### src/rtl/fcb_mulq.sv
// Fixed point multiply with round half up for Q1.F operands in 0..1.0.
// Combinational; used by the control point, weight and blend stages.
// Depends on nothing.
`timescale 1ns / 1ps
`default_nettype none

module fcb_mulq #(
	parameter int FRAC_BITS = 16
) (
	input  wire logic [FRAC_BITS:0] a,
	input  wire logic [FRAC_BITS:0] b,
	output logic      [FRAC_BITS:0] p
);

	localparam int PW = 2 * FRAC_BITS + 2;

	logic [PW-1:0] prod;

	// Both operands are at most 1.0, so the rounded result never exceeds 1.0.
	assign prod = PW'(a) * PW'(b) + (PW'(1) << (FRAC_BITS - 1));
	assign p    = prod[FRAC_BITS +: FRAC_BITS + 1];

endmodule

`default_nettype wire

### src/rtl/fcb_weights.sv
// Two pipeline stages that turn the curve parameter t into the Bernstein
// weights t*(1-t)^2, t^2*(1-t) and t^3. Uses fcb_mulq.
`timescale 1ns / 1ps
`default_nettype none

module fcb_weights #(
	parameter int FRAC_BITS = 16
) (
	input  wire logic               clk,
	input  wire logic               arst_n,
	input  wire logic               in_valid,
	input  wire logic [FRAC_BITS:0] position,
	output logic                    valid_s2,
	output logic      [FRAC_BITS:0] w1_s2,
	output logic      [FRAC_BITS:0] w2_s2,
	output logic      [FRAC_BITS:0] w3_s2
);

	localparam logic [FRAC_BITS:0] ONE = (FRAC_BITS + 1)'(1) << FRAC_BITS;

	logic [FRAC_BITS:0] t;
	logic [FRAC_BITS:0] u;
	logic [FRAC_BITS:0] tt;
	logic [FRAC_BITS:0] uu;
	logic               valid_s1;
	logic [FRAC_BITS:0] t_s1;
	logic [FRAC_BITS:0] u_s1;
	logic [FRAC_BITS:0] tt_s1;
	logic [FRAC_BITS:0] uu_s1;
	logic [FRAC_BITS:0] w1;
	logic [FRAC_BITS:0] w2;
	logic [FRAC_BITS:0] w3;

	assign t = (position > ONE) ? ONE : position;
	assign u = ONE - t;

	fcb_mulq #(.FRAC_BITS(FRAC_BITS)) u_mul_tt (.a(t), .b(t), .p(tt));
	fcb_mulq #(.FRAC_BITS(FRAC_BITS)) u_mul_uu (.a(u), .b(u), .p(uu));

	fcb_mulq #(.FRAC_BITS(FRAC_BITS)) u_mul_w1 (.a(t_s1),  .b(uu_s1), .p(w1));
	fcb_mulq #(.FRAC_BITS(FRAC_BITS)) u_mul_w2 (.a(tt_s1), .b(u_s1),  .p(w2));
	fcb_mulq #(.FRAC_BITS(FRAC_BITS)) u_mul_w3 (.a(tt_s1), .b(t_s1),  .p(w3));

	always_ff @(posedge clk or negedge arst_n) begin
		if (!arst_n) begin
			valid_s1 <= 1'b0;
			valid_s2 <= 1'b0;
		end else begin
			valid_s1 <= in_valid;
			valid_s2 <= valid_s1;
		end
	end

	always_ff @(posedge clk) begin
		t_s1  <= t;
		u_s1  <= u;
		tt_s1 <= tt;
		uu_s1 <= uu;
		w1_s2 <= w1;
		w2_s2 <= w2;
		w3_s2 <= w3;
	end

endmodule

`default_nettype wire

### config.mk
export PLATFORM = sky130hd
export DESIGN_NAME = fcb_weights
export DESIGN_NICKNAME = d
export VERILOG_FILES = /design/src/rtl/fcb_mulq.sv /design/src/rtl/fcb_weights.sv
export SDC_FILE = /design/constraint.sdc
export NUM_CORES = 2
export LEC_CHECK = 0
export ABC_AREA = 1
export BUFFER_PORTS_ARGS = -buffer_cell sky130_fd_sc_hd__buf_2
export CAP_MARGIN = 20
export CORE_UTILIZATION = 35
export CTS_BUF_LIST = sky130_fd_sc_hd__clkbuf_4
export DETAILED_ROUTE_END_ITERATION = 8
export RECOVER_POWER = 100
export REMOVE_ABC_BUFFERS = 1
export SETUP_SLACK_MARGIN = 0.2
export SYNTH_ARGS = -nofsm -noshare
export SYNTH_HDL_FRONTEND = slang
export SYNTH_HIERARCHICAL = 1
export SYNTH_SLANG_ARGS = --single-unit
### constraint.sdc
create_clock -name clk -period 15.9 [get_ports clk]
set_clock_uncertainty 0.1 [all_clocks]
set_input_delay 1.59 -clock clk [delete_from_list [all_inputs] [get_ports clk]]
set_output_delay 1.59 -clock clk [all_outputs]
set_load 0.1 [all_outputs]
==> qor.yml <==
cts_tree: "yes"
netlist_area_um2: 54700
final_common_cell: "inv_1"
start_util: 0.354
drt_drc_violations_left: 0
fin_setup_tns_ns: 0
core_area_um2: 155000
min_path_type: "reg2reg"
num_rows: 144
slew_headroom: -1.40
final_hold_viol_count: 0
period_share: 0.724
ys.flop_type: "dfxtp_1"
fin_crit_ns: 11.51
rr_worst_depth: 20
clkLatencyLatePin_ns: 0.84
nets: 9075
holdBufCountCts: 0
maxCapViolCount: 28
wl_per_cell_um: 14.6
synth-seq-area-share: 0.0441
status: "finished, violations left"
drt-total-wl_um: 138000
cts_buffers: 17
grt_use_total: 0.184
ys_async_sr_fraction: 0.0167
cts_resized: 0
holdPathEnd: "valid_s2$_DFF_PN0_"
vias_per_cell: 4.58
syn_inst: 7567
yosys_warnings: 6
drtIter0Drc: 2423
drt_pass1_iterations: 5
synth-edff-count: 0
r2r_slack_ns: 8.40
layout_common_cells: "inv_1 (2370), nand2_1 (2212), fa_1 (1115)"
clkTransAtPathRegs_ns: 0.13
antenna_found_initial: 8
worst-setup-path-type: "in2reg"
fillers: 16300
reg2reg_to: "w3_s2[15]$_DFF_P_"
ios: 72
gr-total-overflow: 0
port_buffers: 71
root_buffer: "clkbuf_4"
grt_pass1_wl_um: 235000
finalMaxSlewViolations: 1051
postCtsSetupRepairBufs: 0
rsz0062_at_grt: "false"
worstMarginPinSlew_ns: 3.61
synthDistinctLibCells: 38
grt_max_degree: 65
yosysTopAreaCell: "fa_1"
clockBufferDepth: 2
vias: 43200
startpoint_type: "input port"
syn2layout_area_growth_pct: 4.00
arrival_ns: 12.11
die_area_um2: 158000
setup-violations-final: 0
grt_pass1_vias: 46800
max_freq_ghz: 0.0869
die_x_um: 397
drive_gt1_frac: 0.0248
violations: "capacitance limit, slew limit"
die_y_um: 397
crit_required_ns: 16.50
synth_top_cell_area_share: 0.408
antenna_left: 0
rr_startpoint: "t_s1[2]$_DFF_P_"
dp_hpwl_um: 107000
synth_seq_cells: 120
avgSynthCellArea_um2: 7.23
gp_congestion: 0.890
whs_path_depth: 0
cts.sinks: 120
hold_start: "valid_s1$_DFF_PN0_"
cts.htree.levels: 4
worstSetupEndpointType: "flop"
path_max_fanout: 40
synth.area.top_cells: "fa_1 (41%), inv_1 (16%), nand2_1 (15%)"
## per-layer routing
layer  global-route usage  vias up  part of all wire
li1                     -    20700                 -
met1                0.237    21300              0.44
met2                0.317     1026              0.48
met3               0.0265      174             0.053
met4               0.0545        0             0.024
met5                    0        -                 0
## worst max-delay path: stages
cell      delay (ns)
clkbuf_1        1.27
nand2_1         1.01
nand2_1         0.34
ha_1            0.32
nand2_1         0.16
nor2_1          0.38
xor2_1          2.14
nand2_1         0.28
fa_1            0.63
fa_1            0.47
fa_1            0.52
fa_1            0.56
inv_1           0.05
fa_1            0.48
inv_1           0.05
fa_1            0.47
inv_1           0.05
ha_1            0.30
nand2_1         0.11
nor2_1          0.16
inv_1           0.10
nor3_1          0.20
nand2_2         0.08
nand2_1         0.14
nand2_2         0.07
nand3_1         0.07
nand2_1         0.06
## flip-flops by register name, indices dropped and copies added (netlist names)
register  cells
w3_s2        17
w1_s2        17
w2_s2        17
valid_s1      1
tt_s1        17
t_s1         16
valid_s2      1
u_s1         17
uu_s1        17
## worst max path at each step
| stage | startpoint | end | slack [ns] | cells after the start |
|---|---|---|---|---|
| 6_report | position[16] | uu_s1[16]$_DFF_P_ | 4.39 | 27 |
| 5_1_grt | position[16] | uu_s1[16]$_DFF_P_ | 3.43 | 27 |
| 4_1_cts | position[16] | uu_s1[16]$_DFF_P_ | 6.97 | 28 |
| 3_5_place_dp | position[16] | uu_s1[16]$_DFF_P_ | 5.99 | 28 |
| 3_3_place_gp | position[16] | uu_s1[16]$_DFF_P_ | 6.08 | 28 |
| 2_1_floorplan | position[11] | uu_s1[12]$_DFF_P_ | 7.01 | 31 |
## cell usage after synthesis, types with 6 or more instances
library cell and instances:
inv_1 2372, nand2_1 2203, fa_1 1115, ha_1 561
clkbuf_1 317, nor2_1 243, a21oi_1 152, nand3_1 119
dfxtp_1 118, o21ai_0 82, nand2_2 48, o21ai_1 37
nand4_1 24, nor2_2 18, xor2_1 18, inv_2 16
nor3_1 16, o21bai_1 15, xnor2_1 14, buf_2 12
nand3_2 8, nor3_2 7, buf_6 6
## logic make-up after synthesis
kind of cell | count (synthesis) | share of synthesized area
buf+inv | 2736 | 0.189
simple gates | 2704 | 0.196
fa+ha+maj | 1676 | 0.536
xor+xnor | 32 | 0.00512
flops | 120 | 0.0441
compound gates | 299 | 0.0289
## final cells by class
class / count / area (um^2) / area share
antenna: 5 / 12.5 / 0.000220
clock buffer: 17 / 128 / 0.00224
clock inverter: 15 / 141 / 0.00249
inverter: 2392 / 8980 / 0.158
multi-input combinational: 4711 / 41900 / 0.737
sequential: 120 / 2410 / 0.0424
tap: 2044 / 2560 / 0.0450
timing repair buffer: 137 / 727 / 0.0128
## metrics by stage
stage,worst slack (ns),cells,hold WS (ns),util,instance area (um^2)
finish,4.39,9441,0.267,0.368,56900
detailed placement,5.99,9403,0.240,0.368,56900
global route,3.43,9441,0.275,0.368,56900
CTS,6.97,9435,0.267,0.370,57100
floorplan,7.01,7223,0.231,-,53300
global placement,6.08,9401,0.237,0.368,56800
Power is not shown: default switching activity piles up to over one toggle a cycle in this logic, so the estimate is an artifact.
