<file path="config.mk">
export PLATFORM = sky130hd
export DESIGN_NAME = fcb_blend
export DESIGN_NICKNAME = d
export VERILOG_FILES = /design/src/rtl/fcb_mulq.sv /design/src/rtl/fcb_blend.sv
export SDC_FILE = /design/constraint.sdc
export NUM_CORES = 2
export LEC_CHECK = 0
export ABC_AREA = 0
export BUFFER_PORTS_ARGS = -buffer_cell sky130_fd_sc_hd__buf_2
export CAP_MARGIN = 20
export CORE_AREA = 2 2 349 316
export DETAILED_ROUTE_END_ITERATION = 8
export DIE_AREA = 0 0 351 318
export PLACE_DENSITY = 0.51
export SLEW_MARGIN = 20
export SYNTH_ARGS = -nofsm -noshare
export SYNTH_HDL_FRONTEND = slang
export SYNTH_SLANG_ARGS = --single-unit
export TNS_END_PERCENT = 50
</file>
<file path="constraint.sdc">
create_clock -name clk -period 7.8 [get_ports clk]
set_clock_uncertainty 0.15 [all_clocks]
set_input_delay 0.78 -clock clk [delete_from_list [all_inputs] [get_ports clk]]
set_output_delay 0.78 -clock clk [all_outputs]
set_load 0.1 [all_outputs]
</file>
<file path="src/rtl/fcb_mulq.sv">
// Fixed point multiply with round half up for Q1.F operands in 0..1.0.
// Combinational; used by the control point, weight and blend stages.
// Depends on nothing.
`timescale 1ns / 1ps
`default_nettype none

module fcb_mulq #(
	parameter int FRAC_BITS = 16
) (
	input  wire logic [FRAC_BITS:0] a,
	input  wire logic [FRAC_BITS:0] b,
	output logic      [FRAC_BITS:0] p
);

	localparam int PW = 2 * FRAC_BITS + 2;

	logic [PW-1:0] prod;

	// Both operands are at most 1.0, so the rounded result never exceeds 1.0.
	assign prod = PW'(a) * PW'(b) + (PW'(1) << (FRAC_BITS - 1));
	assign p    = prod[FRAC_BITS +: FRAC_BITS + 1];

endmodule

`default_nettype wire

</file>
<file path="src/rtl/fcb_blend.sv">
// Last two pipeline stages: scales the weights by the control points, sums
// each coordinate, saturates to 1.0 and inverts y for a fade out. Uses fcb_mulq.
`timescale 1ns / 1ps
`default_nettype none

module fcb_blend #(
	parameter int FRAC_BITS = 16
) (
	input  wire logic               clk,
	input  wire logic               arst_n,
	input  wire logic               valid_s2,
	input  wire logic [FRAC_BITS:0] w1_s2,
	input  wire logic [FRAC_BITS:0] w2_s2,
	input  wire logic [FRAC_BITS:0] w3_s2,
	input  wire logic [FRAC_BITS:0] p1x,
	input  wire logic [FRAC_BITS:0] p1y,
	input  wire logic [FRAC_BITS:0] p2x,
	input  wire logic [FRAC_BITS:0] p2y,
	input  wire logic               fade_out,
	output logic                    done_q,
	output logic      [FRAC_BITS:0] curve_x_q,
	output logic      [FRAC_BITS:0] curve_y_q
);

	localparam logic [FRAC_BITS:0] ONE = (FRAC_BITS + 1)'(1) << FRAC_BITS;
	// 3*a + 3*b + c with a, b, c at most 1.0 stays below 8.0.
	localparam int SW = FRAC_BITS + 4;

	logic [FRAC_BITS:0] m1x;
	logic [FRAC_BITS:0] m2x;
	logic [FRAC_BITS:0] m1y;
	logic [FRAC_BITS:0] m2y;
	logic               valid_s3;
	logic [FRAC_BITS:0] m1x_s3;
	logic [FRAC_BITS:0] m2x_s3;
	logic [FRAC_BITS:0] m1y_s3;
	logic [FRAC_BITS:0] m2y_s3;
	logic [FRAC_BITS:0] w3_s3;
	logic [SW-1:0]      pair_x;
	logic [SW-1:0]      pair_y;
	logic [SW-1:0]      sum_x;
	logic [SW-1:0]      sum_y;
	logic [FRAC_BITS:0] sat_x;
	logic [FRAC_BITS:0] sat_y;

	fcb_mulq #(.FRAC_BITS(FRAC_BITS)) u_mul_1x (.a(p1x), .b(w1_s2), .p(m1x));
	fcb_mulq #(.FRAC_BITS(FRAC_BITS)) u_mul_2x (.a(p2x), .b(w2_s2), .p(m2x));
	fcb_mulq #(.FRAC_BITS(FRAC_BITS)) u_mul_1y (.a(p1y), .b(w1_s2), .p(m1y));
	fcb_mulq #(.FRAC_BITS(FRAC_BITS)) u_mul_2y (.a(p2y), .b(w2_s2), .p(m2y));

	assign pair_x = SW'(m1x_s3) + SW'(m2x_s3);
	assign pair_y = SW'(m1y_s3) + SW'(m2y_s3);
	assign sum_x  = (pair_x << 1) + pair_x + SW'(w3_s3);
	assign sum_y  = (pair_y << 1) + pair_y + SW'(w3_s3);
	assign sat_x  = (sum_x > SW'(ONE)) ? ONE : sum_x[FRAC_BITS:0];
	assign sat_y  = (sum_y > SW'(ONE)) ? ONE : sum_y[FRAC_BITS:0];

	always_ff @(posedge clk or negedge arst_n) begin
		if (!arst_n) begin
			valid_s3 <= 1'b0;
			done_q   <= 1'b0;
		end else begin
			valid_s3 <= valid_s2;
			done_q   <= valid_s3;
		end
	end

	always_ff @(posedge clk) begin
		m1x_s3    <= m1x;
		m2x_s3    <= m2x;
		m1y_s3    <= m1y;
		m2y_s3    <= m2y;
		w3_s3     <= w3_s2;
		curve_x_q <= sat_x;
		curve_y_q <= fade_out ? (ONE - sat_y) : sat_y;
	end

endmodule

`default_nettype wire
</file>
==> flow_summary.ini <==
[critical_path]
cp_max_fo = 6
ff2ff_setup_slack_ns = 0.48
setup.worst_path.class = reg -> reg
arrival_ns = 7.57
cp-end-kind = register
cp_slowest_cell = or4b_1
cp_top_family = compound AO/OA/AOI/OAI gates
cp-start-kind = register
critical_path_buf_inv_count = 2
cpMostUsedCell = a21o_1
slowest_delay_ns = 0.50
crit_required_ns = 8.06

[timing]
fmax_mhz = 136.7
final.period_utilization = 0.9379
grt_setup_unrepaired = false
finalSetupTns_ns = 0
setup_viol = 0
final_max_slew_viol_count = 0
tightestPinTransition_ns = 0.9355
final_hold_viol_count = 0
min_period_ns = 7.315
relSlewSlack = 0.3602

[clocking]
ctsLongestPathBuffers = 3
path_clk_slew_ns = 0.05
root_buffer = clkbuf_16
cts_tree = done
cts-htree-levels = 4
clock-sinks = 121
clock_latency_ns = 0.48
cts_buffers = 25

[detailed_routing]
antenna_left = 0
vias_per_cell = 4.879
drc = 0
routed_wl_um = 111300
drt_pass1_iterations = 5
vias = 30770
dr.first_iter.drc_count = 1437
drt-wirelength-per-cell_um = 17.65

[worst_hold_path]
worstHoldPathType = reg -> reg

[synthesis]
synth-edff-count = 0
async_reset_ff_frac = 0.01653
synth_seq_cells = 121
synth_cell_types = 84
ys_seq_area_frac = 0.05664
syn-cell-area_um2 = 42940
synth_warnings = 0
syn_nets = 6345
synth_cells = 4771
avgSynthCellArea_um2 = 9.000
yosys_most_used_dff = dfxtp_1

[global_route]
top_usage_layer = met2
track_usage = 0.2096
use_met2 = 0.3323
use_met3 = 0.02615
grt_pass1_wl_um = 184100
grt_remaining_overflow = 0
antenna_found_initial = 5
grt_max_degree = 35
grt_pass1_vias = 33300
use_met1 = 0.3144

[final_layout]
nets = 6409
layout-drive-gt1-share = 0.06014
area_delta_synth_final_pct = 7.375
n_fill_cell = 10840

[outcome]
status = completed

[die]
die_area_um2 = 111600
design.core.area_um2 = 108300
die_h_um = 318
rows = 115
initial_core_util = 0.3963
chipWidth_um = 351
io-pin-count = 158

[place]
port_buffers = 157
hpwlAfterDp_um = 90360
gp_congestion = 0.8586

[flow_run]
maxCapViolations = 0
registers in the layout, summed over array words and instances (netlist names):
| register | count |
|---|---|
| curve_x_q | 17 |
| m2x_s3 | 17 |
| done_q | 1 |
| m1x_s3 | 17 |
| m1y_s3 | 17 |
| m2y_s3 | 17 |
| w3_s3 | 17 |
| valid_s3 | 1 |
| curve_y_q | 17 |
worst paths after layout:
kind,start,endpoint,depth (start not counted)
worst min-delay path,valid_s3$_DFF_PN0_,done_q$_DFF_PN0_,0
max in group asynchronous,arst_n,done_q$_DFF_PN0_,2
min in group asynchronous,arst_n,valid_s3$_DFF_PN0_,2
worst max register to register,m1y_s3[0]$_DFF_P_,curve_y_q[14]$_DFF_P_,29
worst max-delay path,m1y_s3[0]$_DFF_P_,curve_y_q[14]$_DFF_P_,29
worst min register to register,valid_s3$_DFF_PN0_,done_q$_DFF_PN0_,0
cell usage in the layout (no fill, tap or decap), types with 10 or more instances in the layout:
master     synthesis  final
xor2_1            38     37
buf_4              2     63
inv_1           1063   1063
and4_1            11     11
nand2_1          756    756
nand2b_1          12     12
nor2b_1           17     17
and3_1            19     19
nand3_1           18     18
nor2_1            80     80
dfxtp_1          119    119
a21o_1            35     35
buf_2              0    157
a21oi_1           78     76
a211o_1           11     11
nand4_1           10     10
nor3_1            51     50
o21bai_1          20     20
xnor2_1           91     91
o21ai_0           54     53
o211ai_1          15     15
ha_1             523    522
fa_1             928    928
o21a_1            20     20
and2_1           450    450
clkbuf_16          0     25
a211oi_1          24     24
timing repair:
item / in CTS / in global routing
endpoints found under the hold margin: 2 / 0
setup endpoints to repair: 0 / 1
setup buffers: 0 / 1
resized for setup: 0 / 9
hold buffers: 1 / 0
routing by layer:
layer | vias to the layer above | wire [um]
li1 | 14460 | -
met3 | 67 | 5011
met5 | - | 0
met1 | 15690 | 55150
met4 | 0 | 1015
met2 | 558 | 50170
through the flow:
stage                     worst slack, ns  instance area [um2]  utilization  std cells  hold slack, ns
after floorplan                    0.6027                42940            -       4771          0.1812
after global placement             0.2248                45350       0.4186       6268          0.1946
after detailed placement           0.1647                45350       0.4186       6268          0.1872
after CTS                          0.1498                46040       0.4250       6300          0.2107
after global routing              0.04862                46110       0.4255       6306          0.2224
final                              0.4847                46110       0.4256       6307          0.2077
area by class of cell:
cell class	instances	area (um2)	share of cell area
clock buffers	30	674.4	0.01463
flip-flops and latches	121	2432	0.05275
repair buffers	223	1309	0.02838
well taps	1462	1829	0.03967
inverters	1063	3990	0.08654
multi-input cells	3401	35850	0.7776
diodes	6	15.01	0.0003256
clock inverters	1	5.005	0.0001085
cells in the mapped netlist (8+ instances only):
cell | instances | area (um2)
xor2_1 | 38 | 332.8
o21ai_0 | 54 | 270.3
xnor2_1 | 91 | 797.0
or3_1 | 9 | 56.30
and3_1 | 19 | 118.9
and4_1 | 11 | 96.34
dfxtp_1 | 119 | 2382
inv_1 | 1063 | 3990
o21bai_1 | 20 | 150.1
a31oi_1 | 10 | 62.56
fa_1 | 928 | 18580
nor3_1 | 51 | 255.2
clkbuf_1 | 183 | 686.9
nand2_1 | 756 | 2838
nand4_1 | 10 | 62.56
a21oi_1 | 78 | 390.4
ha_1 | 523 | 6544
nand3_1 | 18 | 90.09
nor2_1 | 80 | 300.3
a21boi_0 | 8 | 60.06
a211o_1 | 11 | 96.34
and2_1 | 450 | 2815
o21a_1 | 20 | 150.1
o211ai_1 | 15 | 112.6
nor2b_1 | 17 | 106.4
nand2b_1 | 12 | 75.07
a211oi_1 | 24 | 180.2
a21o_1 | 35 | 262.8
a2111oi_0 | 8 | 70.07
kinds of logic after synthesis:
kind of cell / after synthesis / synth area share
compound gates: 338 / 0.05402
xor+xnor: 130 / 0.02669
fa+ha+maj: 1451 / 0.5850
buf+inv: 1249 / 0.1094
flops: 121 / 0.05664
mux: 5 / 0.001224
simple gates: 1477 / 0.1670
Power is not shown: default switching activity piles up to over one toggle a cycle in this logic, so the estimate is an artifact.
