### src/rtl/fcb_pkg.sv
// Shared definitions for the fade curve Bezier evaluator.
// Holds the default fraction width, shape mode codes and register indexes.
// No dependencies.
`timescale 1ns / 1ps
`default_nettype none

package fcb_pkg;

	// Default number of fraction bits of every Q1.F value.
	localparam int FRAC_BITS_DEF = 16;

	// Width of the configuration register index.
	localparam int CFG_INDEX_W = 2;

	// Curve shapes selected by the shape_mode register.
	typedef enum logic [1:0] {
		MODE_BENDED = 2'd0,
		MODE_SCURVE = 2'd1,
		MODE_LONG   = 2'd2,
		MODE_LINEAR = 2'd3
	} shape_mode_t;

	// Configuration register indexes.
	typedef enum logic [CFG_INDEX_W-1:0] {
		REG_BEND      = 2'd0,
		REG_STRENGTH  = 2'd1,
		REG_SHAPE     = 2'd2,
		REG_FADE_OUT  = 2'd3
	} reg_index_t;

endpackage

`default_nettype wire

### src/rtl/fcb_mulq.sv
// Fixed point multiply with round half up for Q1.F operands in 0..1.0.
// Combinational; used by the control point, weight and blend stages.
// Depends on nothing.
`timescale 1ns / 1ps
`default_nettype none

module fcb_mulq #(
	parameter int FRAC_BITS = 16
) (
	input  wire logic [FRAC_BITS:0] a,
	input  wire logic [FRAC_BITS:0] b,
	output logic      [FRAC_BITS:0] p
);

	localparam int PW = 2 * FRAC_BITS + 2;

	logic [PW-1:0] prod;

	// Both operands are at most 1.0, so the rounded result never exceeds 1.0.
	assign prod = PW'(a) * PW'(b) + (PW'(1) << (FRAC_BITS - 1));
	assign p    = prod[FRAC_BITS +: FRAC_BITS + 1];

endmodule

`default_nettype wire

### src/rtl/fcb_ctrl_pts.sv
// Derives the two inner Bezier control points from bend, strength, mode
// and fade direction, registered once per cycle. Uses fcb_pkg and fcb_mulq.
`timescale 1ns / 1ps
`default_nettype none

module fcb_ctrl_pts #(
	parameter int FRAC_BITS = 16
) (
	input  wire logic                clk,
	input  wire logic [FRAC_BITS:0]  bend,
	input  wire logic [FRAC_BITS:0]  strength,
	input  wire fcb_pkg::shape_mode_t shape_mode,
	input  wire logic                fade_out,
	output logic      [FRAC_BITS:0]  p1x_q,
	output logic      [FRAC_BITS:0]  p1y_q,
	output logic      [FRAC_BITS:0]  p2x_q,
	output logic      [FRAC_BITS:0]  p2y_q
);

	localparam logic [FRAC_BITS:0] ONE     = (FRAC_BITS + 1)'(1) << FRAC_BITS;
	localparam logic [FRAC_BITS:0] QUARTER = ONE >> 2;

	logic [FRAC_BITS:0] b_sat;
	logic [FRAC_BITS:0] s_sat;
	logic [FRAC_BITS:0] b_inv;
	logic [FRAC_BITS:0] sb;
	logic [FRAC_BITS:0] sn;
	logic [FRAC_BITS:0] p1x_d;
	logic [FRAC_BITS:0] p1y_d;
	logic [FRAC_BITS:0] p2x_d;
	logic [FRAC_BITS:0] p2y_d;

	assign b_sat = (bend > ONE) ? ONE : bend;
	assign s_sat = (strength > ONE) ? ONE : strength;
	assign b_inv = ONE - b_sat;

	fcb_mulq #(.FRAC_BITS(FRAC_BITS)) u_mul_sb (.a(s_sat), .b(b_sat), .p(sb));
	fcb_mulq #(.FRAC_BITS(FRAC_BITS)) u_mul_sn (.a(s_sat), .b(b_inv), .p(sn));

	always_comb begin
		p1x_d = sn;
		p1y_d = sb;
		p2x_d = ONE - sn;
		p2y_d = ONE - sb;
		case (shape_mode)
			fcb_pkg::MODE_BENDED: begin
				if (!fade_out) begin
					p2x_d = ONE - sb;
					p2y_d = ONE - sn;
				end else begin
					p1x_d = sb;
					p1y_d = sn;
				end
			end
			fcb_pkg::MODE_SCURVE: begin
			end
			fcb_pkg::MODE_LONG: begin
				if (!fade_out) begin
					p2x_d = ONE;
					p2y_d = ONE;
				end else begin
					p1x_d = '0;
					p1y_d = '0;
				end
			end
			default: begin
				// Linear mode falls back to a straight line.
				p1x_d = QUARTER;
				p1y_d = QUARTER;
				p2x_d = ONE - QUARTER;
				p2y_d = ONE - QUARTER;
			end
		endcase
	end

	always_ff @(posedge clk) begin
		p1x_q <= p1x_d;
		p1y_q <= p1y_d;
		p2x_q <= p2x_d;
		p2y_q <= p2y_d;
	end

endmodule

`default_nettype wire

### config.mk
export PLATFORM = sky130hd
export DESIGN_NAME = fcb_ctrl_pts
export DESIGN_NICKNAME = d
export VERILOG_FILES = /design/src/rtl/fcb_pkg.sv /design/src/rtl/fcb_mulq.sv /design/src/rtl/fcb_ctrl_pts.sv
export SDC_FILE = /design/constraint.sdc
export NUM_CORES = 1
export LEC_CHECK = 0
export BUFFER_PORTS_ARGS = -buffer_cell sky130_fd_sc_hd__buf_2
export CORE_ASPECT_RATIO = 1.25
export CORE_MARGIN = 3
export CORE_UTILIZATION = 50
export CTS_CLUSTER_SIZE = 30
export DETAILED_ROUTE_END_ITERATION = 10
export GPL_TIMING_DRIVEN = 0
export PLACE_DENSITY = 0.73
export SLEW_MARGIN = 20
export SYNTH_ARGS = -nofsm -noshare
export SYNTH_HDL_FRONTEND = slang
export SYNTH_HIERARCHICAL = 1
export SYNTH_SLANG_ARGS = --single-unit
### constraint.sdc
create_clock -name clk -period 11.1 [get_ports clk]
set_clock_uncertainty 0.05 [all_clocks]
set_input_delay 0.555 -clock clk [delete_from_list [all_inputs] [get_ports clk]]
set_output_delay 0.555 -clock clk [all_outputs]
set_load 0.02 [all_outputs]
==> reports/results.ini <==
[critical_path]
cp.required_ns=11.24
slowest_delay_ns=0.62
end_kind=flop
crit_fanout=10
worstSetupPathType=input port to flop
crit_path_frequent_cell=fa_1
start_kind=input port
slowest_stage=fa_1
arrival_ns=10.32

[routing]
ant_nets=0
first_iter_violations=1605
avgRoutedWirePerCell_um=19.4
drcViolationCount=0
first_pass_iters=6
num_vias=19206
via_per_inst=5.62
wirelength_um=66500

[layout]
final_util_pct=54.6
diodes=0
layout-drive-gt1-share_pct=5.95
area_delta_synth_final_pct=7.77
fillCellCount=4101
final_nets=3547

[clock_network]
clock_sinks=68
path_clk_slew_ns=0.05
ctsResizeCount=0
tritoncts=built
postCtsSetupBuffers=0
clockBufferDepth=2
cts-hold-fix-buffers=0
cts_made_buffers=9
cts_max_level=3
cts-root-buf=clkbuf_16

[timing]
setup_tns_ns=0
min_period_ns=10.18
maxSlewViolCount=0
period_share_pct=91.7
max_freq_mhz=98.2
hold_viol=0
relSlewSlack_pct=25.5
rsz0062_at_grt=no
setup_viol=0
fin_ws_ns=0.918
worst_pin_slew_ns=1.11

[floorplan]
ios=106
die_w_um=198
rows=87
die_h_um=246
die_area_sq_um=48500
core_area_sq_um=45300
initial_core_util_pct=50.7

[place]
gp_congestion=0.984
hpwl_um=54700
dp_slack_ns=0.628
numPortBuffers=102

[yosys]
ys_seq_area_share_pct=5.93
yosys.area_share.simple_pct=19.7
syn_inst=2714
synth_area_leaders=fa_1, ha_1, inv_1, and2_1, nand2_1
synth.avg_cell_area_sq_um=8.46
async_flop_share_pct=0
synth-xor-area-share_pct=2.67
syn_nets=3425
syn_area_sq_um=23000
yosysTopAreaCellShare_pct=38.9
synth_area_leader_cell=fa_1
yosys_most_used_dff=dfxtp_1
ys_seq_elements=68
synth_warnings=6
synth_top_family_by_area=adder cells
synth_compound_area_share_pct=8.87
ys_types=79
synth_fa_ha_area_share_pct=51.3
synth_edf_count=0
synthMuxAreaShare_pct=0.229

[global_routing]
grtUsageTotal_pct=28.0
grt.busiest_layer=met2
gr-total-overflow=0
antenna_found_initial=0
grt_pass1_wl_um=107000
use_met2_pct=47.7
grt_use_met1_pct=35.5
grt_start_max_net_pins=17
met3_usage_pct=4.43
grt_pass1_vias=20569

[pwr]
finalPower_mw=4.67
cellPowerDensity_nw_per_um2=189
ir_drop_v=0.000280
p_leak_nw=12.6

[worst_hold_path]
min-delay-start=fade_out
min_to=p2x_q[0]$_DFF_P_
min_path_cells=3
hp-class=input port to flop

[status]
status=completed

[flow_run]
drv_cap=0

==> worst max-delay path by stage <==
| stage | startpoint | endpoint | cells after the start |
|---|---|---|---|
| 2_1_floorplan | bend[2] | p2x_q[14]$_DFF_P_ | 29 |
| 3_3_place_gp | strength[0] | p2y_q[16]$_DFF_P_ | 28 |
| 3_5_place_dp | bend[2] | p2x_q[13]$_DFF_P_ | 30 |
| 4_1_cts | bend[2] | p2x_q[13]$_DFF_P_ | 30 |
| 5_1_grt | bend[16] | p2x_q[15]$_DFF_P_ | 31 |
| 6_report | bend[2] | p2x_q[13]$_DFF_P_ | 31 |
==> routing by layer <==
layer / share of wire (%) / routed length, um
met2: 48 / 31900
met3: 8.3 / 5490
met1: 39 / 25800
met5: 0 / 0
met4: 4.9 / 3230
==> cells by family (layout without fill, tap and decap cells) <==
logic type               Yosys count  after routing
AND/OR/NAND/NOR                  905            905
buffers and inverters            686            813
adder cells (fa/ha/maj)          673            673
AO/OA/AOI/OAI                    307            307
XOR/XNOR                          70             70
flip-flops                        68             68
multiplexers                       5              5
==> final cells by class <==
cell class                      instances  area, sq um  share of cell area, %
Inverter                              557         2090                   8.45
Timing Repair Buffer                  111          622                   2.51
Buffer                                129          498                   2.01
Clock inverter                          6          136                  0.551
Tap cell                              578          723                   2.92
Multi-Input combinational cell       1960        19100                   77.1
Sequential cell                        68         1360                   5.50
Clock buffer                           10          229                  0.926
==> cells in the final DEF (no fill, tap or decap), drive strengths merged, types with 29 or more instances in the layout <==
master,synthesis,layout
o21ai,96,96
dfxtp,68,68
nor2b,29,29
ha,227,227
inv,557,557
fa,446,446
a21oi,52,52
nand2,406,406
a22oi,42,42
buf,8,119
nor2,52,52
and2,289,289
xnor2,44,44
clkbuf,121,131
==> Yosys cell counts, types with 5 or more instances <==
master / n
or3_1: 12
ha_1: 227
buf_2: 5
o21a_1: 11
nor2b_1: 29
inv_1: 557
nand3_1: 14
o221ai_1: 5
a21o_1: 15
o22ai_1: 6
fa_1: 446
nand2_1: 406
or2_2: 5
nor2_1: 52
nor3_1: 26
a211oi_1: 11
dfxtp_1: 68
o211ai_1: 7
o21bai_1: 6
o21ai_0: 92
and2_1: 288
or4_1: 6
o31ai_1: 10
a21oi_1: 51
and4_1: 7
a22oi_1: 42
xor2_1: 26
nor4_1: 15
and3_1: 9
clkbuf_1: 121
a31oi_1: 5
nand4_1: 15
nand2b_1: 8
xnor2_1: 44
==> stage by stage <==
| step | hold slack [ns] | area [sq um] | instances |
|---|---|---|---|
| 2_1_floorplan | 0.739 | 23000 | 2714 |
| 3_3_place_gp | 0.923 | 24200 | 3394 |
| 3_5_place_dp | 0.920 | 24400 | 3402 |
| 4_1_cts | 0.606 | 24700 | 3418 |
| 5_1_grt | 0.628 | 24700 | 3419 |
| 6_report | 0.615 | 24700 | 3419 |
==> registers in the layout, indices dropped and copies added (netlist names) <==
register and flops:
p1x_q 17, p1y_q 17, p2x_q 17, p2y_q 17
==> report_power, final <==
part / switching (mW) / internal, mW / leakage (nW)
Combinational: 2.59 / 1.35 / 11.8
Sequential: 0.0270 / 0.351 / 0.568
Clock: 0.102 / 0.242 / 0.173
==> worst max-delay path, delay by kind of cell <==
| family | cells | cell delay [ns] |
|---|---|---|
| XOR/XNOR | 1 | 0.08 |
| AND/OR/NAND/NOR | 8 | 2.79 |
| AO/OA/AOI/OAI | 6 | 1.62 |
| adder cells (fa/ha/maj) | 7 | 3.36 |
| buffers and inverters | 8 | 1.67 |
| multiplexers | 1 | 0.22 |
Power figures use the tool's default switching activity.
